<file path="src/design/bmf_div.sv">
// Restoring divider, one quotient bit per cycle.
// Used for the rounded window mean. No dependencies.
`default_nettype none
module bmf_div #(
  parameter int NUM_W = 17,
  parameter int DEN_W = 9
) (
  input  wire logic             clk,
  input  wire logic             rst_n,
  input  wire logic             start,
  input  wire logic [NUM_W-1:0] num,
  input  wire logic [DEN_W-1:0] den,
  output logic                  done,
  output logic      [NUM_W-1:0] quo
);
  localparam int CNT_W = $clog2(NUM_W + 1);

  logic [CNT_W-1:0] cnt_r, cnt_nxt;
  logic [DEN_W-1:0] rem_r, rem_nxt;
  logic [NUM_W-1:0] q_r, q_nxt;
  logic             done_r, done_nxt;
  logic [DEN_W:0]   rem_sh;

  always_comb begin
    cnt_nxt  = cnt_r;
    rem_nxt  = rem_r;
    q_nxt    = q_r;
    done_nxt = 1'b0;
    rem_sh   = {rem_r, q_r[NUM_W-1]};
    if (start) begin
      cnt_nxt = CNT_W'(NUM_W);
      rem_nxt = '0;
      q_nxt   = num;
    end else if (cnt_r != '0) begin
      if (rem_sh >= {1'b0, den}) begin
        rem_nxt = DEN_W'(rem_sh - {1'b0, den});
        q_nxt   = {q_r[NUM_W-2:0], 1'b1};
      end else begin
        rem_nxt = rem_sh[DEN_W-1:0];
        q_nxt   = {q_r[NUM_W-2:0], 1'b0};
      end
      cnt_nxt = cnt_r - 1'b1;
      done_nxt = (cnt_r == CNT_W'(1));
    end
  end

  always_ff @(posedge clk) begin
    if (!rst_n) begin
      cnt_r  <= '0;
      done_r <= 1'b0;
    end else begin
      cnt_r  <= cnt_nxt;
      done_r <= done_nxt;
    end
    rem_r <= rem_nxt;
    q_r   <= q_nxt;
  end

  assign done = done_r;
  assign quo  = q_r;
endmodule
`default_nettype wire

</file>
<file path="config.mk">
export PLATFORM = sky130hd
export DESIGN_NAME = bmf_div
export DESIGN_NICKNAME = d
export VERILOG_FILES = /design/src/design/bmf_div.sv
export SDC_FILE = /design/constraint.sdc
export NUM_CORES = 1
export LEC_CHECK = 0
export CAP_MARGIN = 20
export CORE_UTILIZATION = 45
export CTS_BUF_LIST = sky130_fd_sc_hd__clkbuf_16
export CTS_CLUSTER_SIZE = 12
export DETAILED_ROUTE_END_ITERATION = 8
export DONT_BUFFER_PORTS = 1
export GPL_TIMING_DRIVEN = 0
export PLACE_DENSITY_LB_ADDON = 0.1
export SYNTH_ARGS = -nofsm -noshare
export SYNTH_HDL_FRONTEND = slang
export SYNTH_SLANG_ARGS = --single-unit
</file>
<file path="constraint.sdc">
create_clock -name clk -period 2.2 [get_ports clk]
set_input_delay 0.22 -clock clk [delete_from_list [all_inputs] [get_ports clk]]
set_output_delay 0.22 -clock clk [all_outputs]
set_load 0.02 [all_outputs]
</file>
-- Word-level counts from Yosys, hierarchy flattened
Cells that the tools add are included.
- input bits: 29
- output and inout port bits: 18
- bits in registers: 32
- word-level logic and storage cells: 21
- multiplexer cells: 6
- order comparisons: 1
- eq/ne operators: 1
- add/sub/neg operators: 2
- reduce and logical (&&, ||, !) cells: 4
- bitwise logic cells: 2
- operators with widths (cell ; number):
    2-to-1 mux 17 bit ; 2
    >= comparator 10 x 9 -> 1 bit ; 1
    2-to-1 mux 5 bit ; 2
    2-to-1 mux 9 bit ; 1
    subtractor 9 bit ; 1
    == test 5 x 1 -> 1 bit (second input constant) ; 1
    nonzero test 5 bit ; 1
    subtractor 5 x 1 -> 5 bit (second input constant) ; 1
    OR reduction 3 bit ; 1
    NOT 1 bit ; 2
    nonzero test 2 bit ; 1
    OR reduction 2 bit ; 1
    2-to-1 mux 1 bit ; 1

-- Logic depth before layout (Yosys ltp)
Gate-level depths: netlist (run 1).
- depth in word-level cells: 4
- mapped depth: 9
- mapped depth without buffers: 9

-- Least setup slack after synthesis (run 1)
Ideal clock, no wire load.
- kind: reg-to-reg
- start point: reg q_r[16], in the netlist quo[16]
- end point: reg rem_r[0]
- period minus slack after synthesis: 2.412 ns
- cell stages (with the launch flop): 10
- path buffers: 0
- data required time: 2.121 ns
- arrival: 2.333 ns
- library setup time: 0.079 ns
- path slack: -0.212 ns
- cell sequence: edfxtp_1 -> inv_1 -> ha_1 -> inv_1 -> fa_1 -> a211oi_2 -> o211a_4 -> o21a_4 -> mux2_4 -> a211oi_2
- longest elaborated chain between the ends: 2
- elaborated cells on any way between the ends: 3
- classes of those cells: 1 x add/sub; 1 x order compare; 1 x mux
- ends and longest elaborated chain (element ; RTL line ; RTL):
    start, declared ; 20 ; logic [NUM_W-1:0] q_r, q_nxt;
    start signal, assigned ; 56 ; q_r <= q_nxt;
    subtractor 9 bit / >= comparator 10 x 9 -> 1 bit (equally long branches) ; 36, 35 ;
    2-to-1 mux 9 bit * ; 35 ; if (rem_sh >= {1'b0, den}) begin
    end signal, assigned ; 55 ; rem_r <= rem_nxt;
    end, declared ; 19 ; logic [DEN_W-1:0] rem_r, rem_nxt;
Every way passes the cells marked *; elsewhere a longest branch is shown, timed or not.
A chain may end at the register's enable or synchronous reset.

-- Worst setup path after layout (run 1)
Same ends and word-level chain as after synthesis.

==> reports/results.env, run 1 <==
RRSETUPSLACK_NS=-0.11
CLK_ROOT_BUFFER_CELL='clkbuf_16'
WIRE_LENGTH_OF_THE_FIRST_GLOBAL_ROUTING_PASS_UM=6330
CLOCK_INSERTION_DELAY_WORST_SKEW_NS=0.27
SYNTH_NET_COUNT=221
PORT-BUFFER-COUNT=0
DIE-WIDTH_UM=67.0
END_KIND='flip-flop'
YOSYSWARNINGCOUNT=0
POST-ROUTE-WORST-SETUP-SLACK_NS=-0.112
NUMBER_OF_ENABLE_TYPE_REGISTER_CELLS_IN_THE_SYNTHESIZED_NETLIST=17
NUM-NETS-FINAL=234
WL_PER_CELL_UM=15.8
PLACEMENTROWS=23
DESIGN.CORE.AREA_UM2=4030
STATUS='finished with violations'
DRIVE_GT1_FRAC=0.227
POST-ROUTE-CELL-AREA_UM2=2170
SYNTHTOLAYOUTAREAGROWTH_PCT=14.3
SYNTH.YOSYS.SEQ_AREA_SHARE=0.427
TRITONCTS_NUM_SINKS=32
INSERTEDDIODECOUNT=0
WORST_SLEW_PIN_SLEW_NS=0.652
DRT-PASS1-ITER-COUNT=4
PEAKVDDDROP_uV=624
HTREEDEPTH=2
SYNTH_ASYNC_SR_FLOP_SHARE=0
FIN_CRIT_NS=2.31
FINCLKSKEW_NS=0.00616
STATIC_POWER_DUE_TO_LEAKAGE_nW=0.883
GRT_OVERFLOW_TOTAL=0
SYN_AREA_PER_CELL_UM2=10.6
YOSYS.CELL_TYPES.COUNT=42
ROUTE.FINAL.WIRE_LENGTH_UM=3870
PLACE.DETAILED.HPWL_UM=2870
ANTENNA_VIOLATIONS_BEFORE_REPAIR=0
DRT_FIRST_ITER_VIOLATIONS=116
DETAILED_ROUTE_VIA_COUNT=1372
YOSYSMOSTFREQUENTCELL='nor2_1'
SYNTHTOPCELLSBYCOUNT='nor2_1, mux2_2, edfxtp_1'
CELL_AREA_AFTER_PLACEMENT_UM2=1970
FP.DIEAREA_UM2=4480
GRTUSAGETOTAL=0.195
POST_CTS_HOLD_BUFFER_COUNT=0
NFILLCELLS=387
CRITPATHMAXFANOUT=3
FMAXACHIEVABLE_MHz=432
FP.DIEH_UM=67.0
MOST_AREA_CONSUMING_CELLS_AFTER_SYNTHESIS='edfxtp_1, dfxtp_1, mux2_2'
TRITONCTS_CLOCK_TREE='yes'
MAXSLEWVIOLCOUNT=0
POSTROUTEANTENNANETS=0
MAX-CLOCK-PATH-BUFFERS=2
VIOLATIONS='negative setup slack'
POSTSYNTHCELLCOUNT=180
CLKTRANSATPATHREGS_NS=0.05
CRITICAL_PATH.STARTPOINT_TYPE='flip-flop'
FIRST_GLOBAL_VIAS=1387
INITIAL_CORE_UTIL=0.471
FINALSETUPVIOLCOUNT=6
GRT_SETUP_UNREPAIRED='yes'
NUMCTSBUFFERS=5
POST_SYNTH_INSTANCE_AREA_UM2=1900
FIN_CELLS=244
GLOBALPLACE.CONGESTION=0.758
TIMING.FINAL.HOLD_VIOLATIONS=0
SETUP.WORST_PATH.CLASS='reg -> reg'
LAYOUT.AREA.SEQ_UM2=811
YS_SEQ_ELEMENTS=32
POWER_DENSITY_nW_PER_UM2=1290
TIMING.FINAL.CRIT_SHARE=1.05
BOUNDARYPINS=47
SLEW_HEADROOM=0.565
SYNTH.TOP_CELL.AREA_SHARE=0.269
VIAS_PER_CELL=5.62
MULTI_INPUT_COMB_AREA_UM2=1030
DP.CELLS=230
LIBRARY_CELL_OCCUPYING_THE_MOST_AREA_IN_THE_POST_SYNTHESIS_NETLIST='edfxtp_1'
HOLD_PATH_CLASS='in -> reg'
REMAINING_DRC_ERRORS=0
GRT_START_MAX_NET_PINS=18
YS_DOMINANT_REG_CELL='edfxtp_1'
MAX-CAP-VIOLATIONS=0
CRITPATHARRIVALTIME_NS=2.50
TIMING.CRITICAL_PATH.REQUIRED_NS=2.39
## layout make-up
type / count / area share
repair buffers: 6 / 0.0207
well taps: 50 / 0.0288
flip-flops and latches: 32 / 0.373
clock buffers: 5 / 0.0576
multi-input cells: 127 / 0.476
plain buffers: 7 / 0.0133
inverters: 14 / 0.0242
clock inverters: 3 / 0.00576
## critical path, cell delays in order (launching register included)
cell and delay, ns:
edfxtp_1 0.50, inv_2 0.12, ha_4 0.13, inv_2 0.03, fa_2 0.36, a211oi_4 0.24
o211a_4 0.20, o21a_4 0.14, mux2_4 0.30, a211oi_2 0.20
## cells in the final DEF (no fill, tap or decap), types with 3 or more instances in the layout
cell and instances:
a211oi_1 7, a21oi_1 8, buf_4 6, clkbuf_1 3, clkbuf_16 5, dfxtp_1 15
edfxtp_1 17, ha_1 10, inv_1 14, mux2_2 17, mux2i_1 5, nand2_1 6
nand2b_1 5, nor2_1 25, xnor2_1 4, xor2_1 3
## flip-flops by register name, indices dropped and copies added (netlist names)
register,count
quo,17
done,1
rem_r,9
cnt_r,5
## per-stage QoR
step	worst slack (ns)	hold slack, ns	util	TNS, ns	power (mW)
global placement	-0.313	0.386	0.489	-1.35	2.05
CTS	-0.107	0.112	0.539	-0.326	2.83
finish	-0.112	0.124	0.539	-0.319	2.81
global route	-0.207	0.138	0.539	-1.46	3.00
detailed placement	-0.325	0.397	0.489	-1.60	2.09
floorplan	-0.157	0.368	-	-0.208	1.87
## report_power, final
group	internal (mW)	switching, mW
clock	0.406	0.219
combinational	0.565	0.608
sequential	0.804	0.203
total	1.78	1.03
## repair_timing
action | in CTS | in global routing
setup buffers | 6 | 0
setup endpoints to repair | 10 | 10
gates resized for setup | 5 | 0
pin swaps | 8 | 2
## cell families after synthesis
group / Yosys count / synth area share
adders and majority gates: 12 / 0.0830
AOI/OAI and AO/OA: 35 / 0.149
and+or+nand+nor: 49 / 0.125
buffers and inverters: 21 / 0.0428
xor gates and xnor gates: 7 / 0.0323
muxes: 24 / 0.141
DFF: 32 / 0.427
## final timing paths
check,startpoint,endpoint,cells after the start
worst max-delay path,quo[16]$_DFFE_PP_,rem_r[0]$_SDFFE_PP0P_,9
worst min-delay path,rst_n,done$_SDFF_PP0_,2
worst max register to register,quo[16]$_DFFE_PP_,rem_r[0]$_SDFFE_PP0P_,9
worst min register to register,cnt_r[4]$_SDFFE_PN0P_,cnt_r[4]$_SDFFE_PN0P_,2
## layer usage
| metal | global-route usage | part of all wire | vias to the layer above |
|---|---|---|---|
| li1 | - | - | 678 |
| met1 | 0.227 | 0.44 | 644 |
| met2 | 0.332 | 0.49 | 46 |
| met3 | 0.0702 | 0.063 | 4 |
| met4 | 0.0559 | 0.0049 | 0 |
| met5 | 0 | 0 | - |
(Power assumes the default switching activity.)
==> inputs of run 2 (changes only) <==
--- a/config.mk
+++ b/config.mk
@@ -6,13 +6,14 @@
 export NUM_CORES = 1
 export LEC_CHECK = 0
 export CAP_MARGIN = 20
+export CORE_ASPECT_RATIO = 1.1
 export CORE_UTILIZATION = 45
 export CTS_BUF_LIST = sky130_fd_sc_hd__clkbuf_16
 export CTS_CLUSTER_SIZE = 12
 export DETAILED_ROUTE_END_ITERATION = 8
 export DONT_BUFFER_PORTS = 1
 export GPL_TIMING_DRIVEN = 0
-export PLACE_DENSITY_LB_ADDON = 0.1
+export PLACE_DENSITY = 0.68
 export SYNTH_ARGS = -nofsm -noshare
 export SYNTH_HDL_FRONTEND = slang
 export SYNTH_SLANG_ARGS = --single-unit
==> run 2 against run 1 <==
  * The run still ends with negative setup slack left
  * Largest cell class unchanged
  * Core utilization increased by 0.19 points
  * Critical path depth is the same
  * Total power is 0.85% lower
  * Combinational power barely moved
  * Routed wire length up 1.1%
==> reports/results.env, run 2 (same netlist as run 1, synthesis figures left out) <==
STATUS='finished with violations'
VIOLATIONS='negative setup slack'
FIN_CRIT_NS=2.37  # +0.0558 ns
NUMCTSBUFFERS=5  # unchanged
PEAKVDDDROP_uV=639  # +2.4%
TIMING.CRITICAL_PATH.REQUIRED_NS=2.39  # about the same
BOUNDARYPINS=47  # unchanged
DRT-PASS1-ITER-COUNT=4  # unchanged
PRECTSSETUPSLACK_NS=-0.325  # -0.000311 ns
DRIVE_GT1_FRAC=0.224  # -0.00285
GRT_SETUP_UNREPAIRED='yes'
INITIAL_CORE_UTIL=0.476  # +0.00414
PORT-BUFFER-COUNT=0  # unchanged
TRITONCTS_NUM_SINKS=32  # unchanged
MOST-COMMON-LAYOUT-CELLS='nor2_1, mux2_2, edfxtp_1'
STATIC_POWER_DUE_TO_LEAKAGE_nW=0.868  # -1.6%
DIE-WIDTH_UM=63.9  # -4.5%
SLEW_HEADROOM=0.568  # +0.00287
WIRE_LENGTH_OF_THE_FIRST_GLOBAL_ROUTING_PASS_UM=6270  # -0.98%
NUM-NETS-FINAL=232  # -0.85%
DRT_FIRST_ITER_VIOLATIONS=93  # -20%
LARGEST_REGISTER_FFS=17  # unchanged
ANTENNA_VIOLATIONS_BEFORE_REPAIR=0  # unchanged
VIAS_PER_CELL=5.59  # -0.66%
WORST_HOLD_SLACK_NS=0.105  # -0.0184 ns
POST-ROUTE-CELL-AREA_UM2=2160  # -0.52%
FIRST_GLOBAL_VIAS=1410  # +1.7%
SYNTHTOLAYOUTAREAGROWTH_PCT=13.7
TIMING.FINAL.CRIT_SHARE=1.08  # +0.0254
WORST_PATH_CELL_TRACE='inv_2 -> ha_4 -> inv_2 -> fa_2 -> a211oi_4 -> o211a_4 -> o21a_4 -> mux2_4 -> a211oi_2'
POST-ROUTE-WORST-SETUP-SLACK_NS=-0.168  # -0.0558 ns
GLOBALPLACE.CONGESTION=0.829  # +9.4%
CRITPATHMAXFANOUT=2  # -1
HOLD_PATH_CLASS='in -> reg'
GRT_OVERFLOW_TOTAL=0  # unchanged
GRTUSAGETOTAL=0.187  # -0.00820
NFILLCELLS=342  # -12%
REMAINING_DRC_ERRORS=0  # unchanged
GRT_START_MAX_NET_PINS=18  # unchanged
POWER_DENSITY_nW_PER_UM2=1290  # -0.33%
FMAXACHIEVABLE_MHz=422  # -2.4%
MAX_STAGE_DELAY_NS=0.50  # about the same
CRITICAL_PATH_BUF_INV_COUNT=2  # unchanged
ROUTE.FINAL.WIRE_LENGTH_UM=3910  # +1.1%
SETUP.WORST_PATH.CLASS='reg -> reg'
CRITPATHARRIVALTIME_NS=2.56  # +0.06 ns
WORST_PATH_DOMINANT_CELL_FAMILY='compound AO/OA/AOI/OAI gates'
FP.DIEH_UM=70.1  # +4.7%
END_KIND='flip-flop'
DESIGN.CORE.AREA_UM2=3990  # -0.87%
TRITONCTS_CLOCK_TREE='yes'
FINALSETUPVIOLCOUNT=7  # +1
POSTROUTEANTENNANETS=0  # unchanged
DETAILED_ROUTE_VIA_COUNT=1363  # -0.66%
TIMING.FINAL.HOLD_VIOLATIONS=0  # unchanged
PLACE.DETAILED.HPWL_UM=2780  # -3.2%
FINCLKSKEW_NS=0.00492  # -0.00124 ns
PLACEMENTROWS=24  # +4.3%
FP.DIEAREA_UM2=4480  # about the same
MAX-CLOCK-PATH-BUFFERS=2  # unchanged
CLOCK_INSERTION_DELAY_WORST_SKEW_NS=0.28  # about the same
MAX-CAP-VIOLATIONS=0  # unchanged
CELL_AREA_AFTER_PLACEMENT_UM2=1970  # +0.13%
CLK_ROOT_BUFFER_CELL='clkbuf_16'
CRITICAL_PATH.STARTPOINT_TYPE='flip-flop'
HTREEDEPTH=2  # unchanged
FINALSETUPTNS_NS=-0.734  # -0.415 ns
MOSTFREQUENTLAYOUTCELL='nor2_1'
TIMING.CRITICAL_PATH.MODE_CELL='inv_2'
WORST_SLEW_PIN_SLEW_NS=0.648  # -0.00429 ns
CRIT_PATH_TOP_DELAY_CELL='edfxtp_1'
CLKTRANSATPATHREGS_NS=0.05  # about the same
WL_PER_CELL_UM=16.0  # +1.1%
INSERTEDDIODECOUNT=0  # unchanged
MAXSLEWVIOLCOUNT=0  # unchanged
==> run 2: changes by cell type in the layout (fill, tap and decap cells not counted), sizes merged <==
cell / delta
buf: -2
inv: -2
clkinv: +2
==> run 2: final cells by class <==
type	count	area [um2]	share of cell area
Buffer	7	28.8	0.0133
Clock buffer	5	125	0.0579
Clock inverter	3	13.8	0.00637
Inverter	14	52.6	0.0243
Multi-Input combinational cell	127	1030	0.479
Sequential cell	32	811	0.375
Tap cell	52	65.1	0.0301
Timing Repair Buffer	4	30.0	0.0139
==> run 2: what timing repair did <==
action / 4_1_cts / 5_1_grt
buffers inserted: 3 / 1
hold endpoints to repair: 0 / 0
pin swaps: 7 / 1
gates cloned: 0 / 0
resized for setup: 5 / 0
hold buffers: 0 / 0
endpoints found under the setup margin: 10 / 10
==> run 2: final timing paths <==
kind,endpoint,slack (ns),startpoint,cells after the start
worst min-delay path,cnt_r[4]$_SDFFE_PN0P_,0.11,rst_n,2
worst max-delay path,rem_r[0]$_SDFFE_PP0P_,-0.17,quo[16]$_DFFE_PP_,9
worst min register to register,cnt_r[4]$_SDFFE_PN0P_,0.50,cnt_r[4]$_SDFFE_PN0P_,2
worst max register to register,rem_r[0]$_SDFFE_PP0P_,-0.17,quo[16]$_DFFE_PP_,9
==> run 2: layer usage <==
metal  GRT usage  vias up  routed length, um
met5           0        -                  0
met4      0.0859        0                 56
met3      0.0588        5                259
met2       0.327       47               2030
met1       0.201      640               1570
li1            -      671                  -
==> run 2: stage by stage <==
stage | total power, mW | util | cells
4_1_cts | 2.79 | 0.539 | 243
5_1_grt | 2.95 | 0.541 | 244
6_report | 2.78 | 0.541 | 244
2_1_floorplan | 1.87 | - | 180
3_3_place_gp | 2.04 | 0.494 | 232
3_5_place_dp | 2.07 | 0.494 | 232
==> run 2: report_power, final <==
part           switching [mW]  total [mW]  internal (mW)
clock                   0.233       0.643          0.409
combinational           0.594        1.14          0.543
sequential              0.199        1.00          0.804
total                    1.03        2.78           1.76
==> inputs of run 3 (changes only) <==
--- a/config.mk
+++ b/config.mk
@@ -5,7 +5,8 @@
 export SDC_FILE = /design/constraint.sdc
 export NUM_CORES = 1
 export LEC_CHECK = 0
-export CAP_MARGIN = 20
+export ABC_AREA = 1
+export CAP_MARGIN = 10
 export CORE_ASPECT_RATIO = 1.1
 export CORE_UTILIZATION = 45
 export CTS_BUF_LIST = sky130_fd_sc_hd__clkbuf_16
==> run 3 against run 2 <==
  * The flow now finishes without violations
  * Final area grew 0.70%
  * Total power decreased by 13%
  * Final cell count up 36%
  * Sequential power shrank 6%
  * Worst hold slack got worse by 0.038 ns
  * Clock-buffer cell count is the same
  * Critical path type unchanged
  * Critical endpoint is now quo[0]$_DFFE_PP_
  * Largest power group is now registers
  * Highest routed layer unchanged
==> reports/results.env, run 3 <==
FMAXACHIEVABLE_MHz=493  # +17%
SETUP.WORST_PATH.CLASS='reg -> reg'
FINALSETUPTNS_NS=0  # +0.734 ns
YOSYSMOSTFREQUENTCELL='nand2_1'
ANTENNA_VIOLATIONS_BEFORE_REPAIR=0  # unchanged
MAXSLEWVIOLCOUNT=0  # unchanged
PRECTSSETUPSLACK_NS=0.130  # +0.455 ns
FP.DIEAREA_UM2=4640  # +3.4%
CRIT_PATH_TOP_DELAY_CELL='edfxtp_1'
MAX-CLOCK-PATH-BUFFERS=2  # unchanged
CRITPATHARRIVALTIME_NS=2.05  # -0.51 ns
TIMING.FINAL.CRIT_SHARE=0.923  # -0.153
LARGEST_REGISTER_FFS=17  # unchanged
ROUTE.FINAL.WIRE_LENGTH_UM=3750  # -4.2%
YS_DOMINANT_REG_CELL='edfxtp_1'
NUM-NETS-FINAL=319  # +38%
CRITPATHMAXFANOUT=10  # +8
SYN_AREA_PER_CELL_UM2=7.25  # -31%
YS_SEQ_ELEMENTS=32  # unchanged
TRITONCTS_NUM_SINKS=32  # unchanged
STATIC_POWER_DUE_TO_LEAKAGE_nW=1.15  # +33%
NFILLCELLS=430  # +26%
POWER_DENSITY_nW_PER_UM2=1120  # -13%
DRT_FIRST_ITER_VIOLATIONS=60  # -35%
SYNTHTOPCELLSBYCOUNT='nand2_1, inv_1, nand3_1'
GRT_OVERFLOW_TOTAL=0  # unchanged
MAX_STAGE_DELAY_NS=0.51  # about the same
FIN_CRIT_NS=2.03  # -0.338 ns
GRT_START_MAX_NET_PINS=18  # unchanged
DIE-WIDTH_UM=65.0  # +1.7%
LIBRARY_CELL_OCCUPYING_THE_MOST_AREA_IN_THE_POST_SYNTHESIS_NETLIST='edfxtp_1'
GRT_SETUP_UNREPAIRED='no'
MOST_AREA_CONSUMING_CELLS_AFTER_SYNTHESIS='edfxtp_1, nand2_1, dfxtp_1'
MOST-COMMON-LAYOUT-CELLS='nand2_1, inv_1, nand3_1'
SYNTH.TOP_CELL.AREA_SHARE=0.260  # -0.00907
WORST_PATH_CELL_TRACE='inv_2 -> ha_1 -> inv_1 -> fa_1 -> nand4_1 -> nand2_1 -> nand2_2 -> buf_6 -> a31oi_1'
YOSYSWARNINGCOUNT=0  # unchanged
CTS.REPAIR_TIMING.SETUP_BUFFER_COUNT=0  # -3
BOUNDARYPINS=47  # unchanged
TIMING.CRITICAL_PATH.REQUIRED_NS=2.22  # -0.17 ns
END_KIND='flip-flop'
DESIGN.CORE.AREA_UM2=4080  # +2.3%
LAYOUT.AREA.SEQ_UM2=811  # unchanged
POSTROUTEANTENNANETS=0  # unchanged
INSERTEDDIODECOUNT=0  # unchanged
MAX-CAP-VIOLATIONS=0  # unchanged
WORST_SLEW_PIN_SLEW_NS=0.628  # -0.0203 ns
WL_PER_CELL_UM=11.3  # -29%
SLEW_HEADROOM=0.581  # +0.0135
WORST_PATH_DOMINANT_CELL_FAMILY='adder cells'
DETAILED_ROUTE_VIA_COUNT=1582  # +16%
HTREEDEPTH=2  # unchanged
REMAINING_DRC_ERRORS=0  # unchanged
TIMING.FINAL.HOLD_VIOLATIONS=0  # unchanged
FINALSETUPVIOLCOUNT=0  # -7
SYNTH_ASYNC_SR_FLOP_SHARE=0  # unchanged
POST_SYNTH_INSTANCE_AREA_UM2=1970  # +3.5%
NUMBER_OF_ENABLE_TYPE_REGISTER_CELLS_IN_THE_SYNTHESIZED_NETLIST=17  # unchanged
GRTUSAGETOTAL=0.182  # -0.00493
HOLD_PATH_CLASS='in -> reg'
MULTI_INPUT_COMB_AREA_UM2=947  # -8.4%
GLOBALPLACE.CONGESTION=0.778  # -6.2%
PORT-BUFFER-COUNT=0  # unchanged
WORST_HOLD_SLACK_NS=0.0672  # -0.0379 ns
FP.DIEH_UM=71.3  # +1.7%
TRITONCTS_CLOCK_TREE='yes'
SYNTH_NET_COUNT=312  # +41%
STATUS='finished, final reports clean'
CRITICAL_PATH.STARTPOINT_TYPE='flip-flop'
SYNTH.YOSYS.SEQ_AREA_SHARE=0.412  # -0.0144
INITIAL_CORE_UTIL=0.481  # +0.00575
YOSYS.CELL_TYPES.COUNT=29  # -31%
VIAS_PER_CELL=4.78  # -14%
CLOCK_INSERTION_DELAY_WORST_SKEW_NS=0.28  # about the same
MOSTFREQUENTLAYOUTCELL='nand2_1'
FINCLKSKEW_NS=0.00445  # -0.000468 ns
PEAKVDDDROP_uV=585  # -8.4%
POST_CTS_RESIZED=0  # -5
FIRST_GLOBAL_VIAS=1481  # +5.0%
POST-ROUTE-WORST-SETUP-SLACK_NS=0.170  # +0.338 ns
SYNTHTOLAYOUTAREAGROWTH_PCT=10.6
CLK_ROOT_BUFFER_CELL='clkbuf_16'
NUMCTSBUFFERS=5  # unchanged
DRT-PASS1-ITER-COUNT=4  # unchanged
PLACEMENTROWS=24  # unchanged
POSTSYNTHCELLCOUNT=271  # +51%
POST_CTS_HOLD_BUFFER_COUNT=0  # unchanged
DRIVE_GT1_FRAC=0.0932  # -0.131
CRITICAL_PATH_BUF_INV_COUNT=3  # +1
PLACE.DETAILED.HPWL_UM=2820  # +1.4%
WIRE_LENGTH_OF_THE_FIRST_GLOBAL_ROUTING_PASS_UM=6370  # +1.6%
CLKTRANSATPATHREGS_NS=0.05  # about the same
run 3: changes by cell type after synthesis, sizes merged, moves of 3 or more:
cell    previous run  this run
nand2              6       119
o21ai              5         1
a211oi            10         1
a21oi              9         6
nand2b             5         0
mux2              19         0
inv               14        40
buf                4         7
nand3              1        27
nor2              25        12
mux2i              5         0
run 3: cells by family after synthesis:
family / synth area share
buf+inv: 0.106
xor+xnor: 0.0178
flops: 0.412
simple gates: 0.355
compound gates: 0.0286
fa+ha+maj: 0.0802
run 3: cell type report:
| class | instances | area share |
|---|---|---|
| clock inverter | 3 | 0.00863 |
| clock buffer | 5 | 0.0575 |
| inverter | 41 | 0.0708 |
| tap | 52 | 0.0299 |
| sequential | 32 | 0.373 |
| buffer | 8 | 0.0247 |
| multi-input combinational | 190 | 0.436 |
run 3: power breakdown:
group          leakage (nW)  total, mW  internal (mW)  switching [mW]
combinational         0.786      0.825          0.334           0.491
clock                0.0635      0.666          0.414           0.252
sequential            0.304      0.937          0.769           0.168
total                  1.15       2.43           1.52           0.911
run 3: worst paths after layout:
check / startpoint / to / slack [ns] / cells past startpoint
setup / recovery: quo[16]$_DFFE_PP_ / quo[0]$_DFFE_PP_ / 0.17 / 9
setup reg to reg: quo[16]$_DFFE_PP_ / quo[0]$_DFFE_PP_ / 0.17 / 9
hold / removal: rst_n / cnt_r[4]$_SDFFE_PN0P_ / 0.07 / 1
hold reg to reg: cnt_r[4]$_SDFFE_PN0P_ / done$_SDFF_PP0_ / 0.42 / 1
run 3: routing by layer:
metal  global-route usage  vias to the layer above  part of all wire
met2                0.300                       42              0.47
met1                0.218                      679              0.46
met3               0.0478                        6             0.051
met4               0.0894                        0             0.020
li1                     -                      855                 -
met5                    0                        -                 0
run 3: worst reg2reg max path, cell delays in order, from the launching register on:
cell and delay, ns:
edfxtp_1 0.51, inv_2 0.11, ha_1 0.14, inv_1 0.06
fa_1 0.42, nand4_1 0.13, nand2_1 0.09, nand2_2 0.09
buf_6 0.14, a31oi_1 0.08
run 3: stage by stage:
stage,cells,power [mW],util,cell area (um2)
floorplan,271,1.61,-,1970
global placement,323,1.76,0.497,2030
detailed placement,323,1.77,0.497,2030
CTS,331,2.45,0.532,2170
global route,331,2.61,0.532,2170
finish,331,2.43,0.532,2170
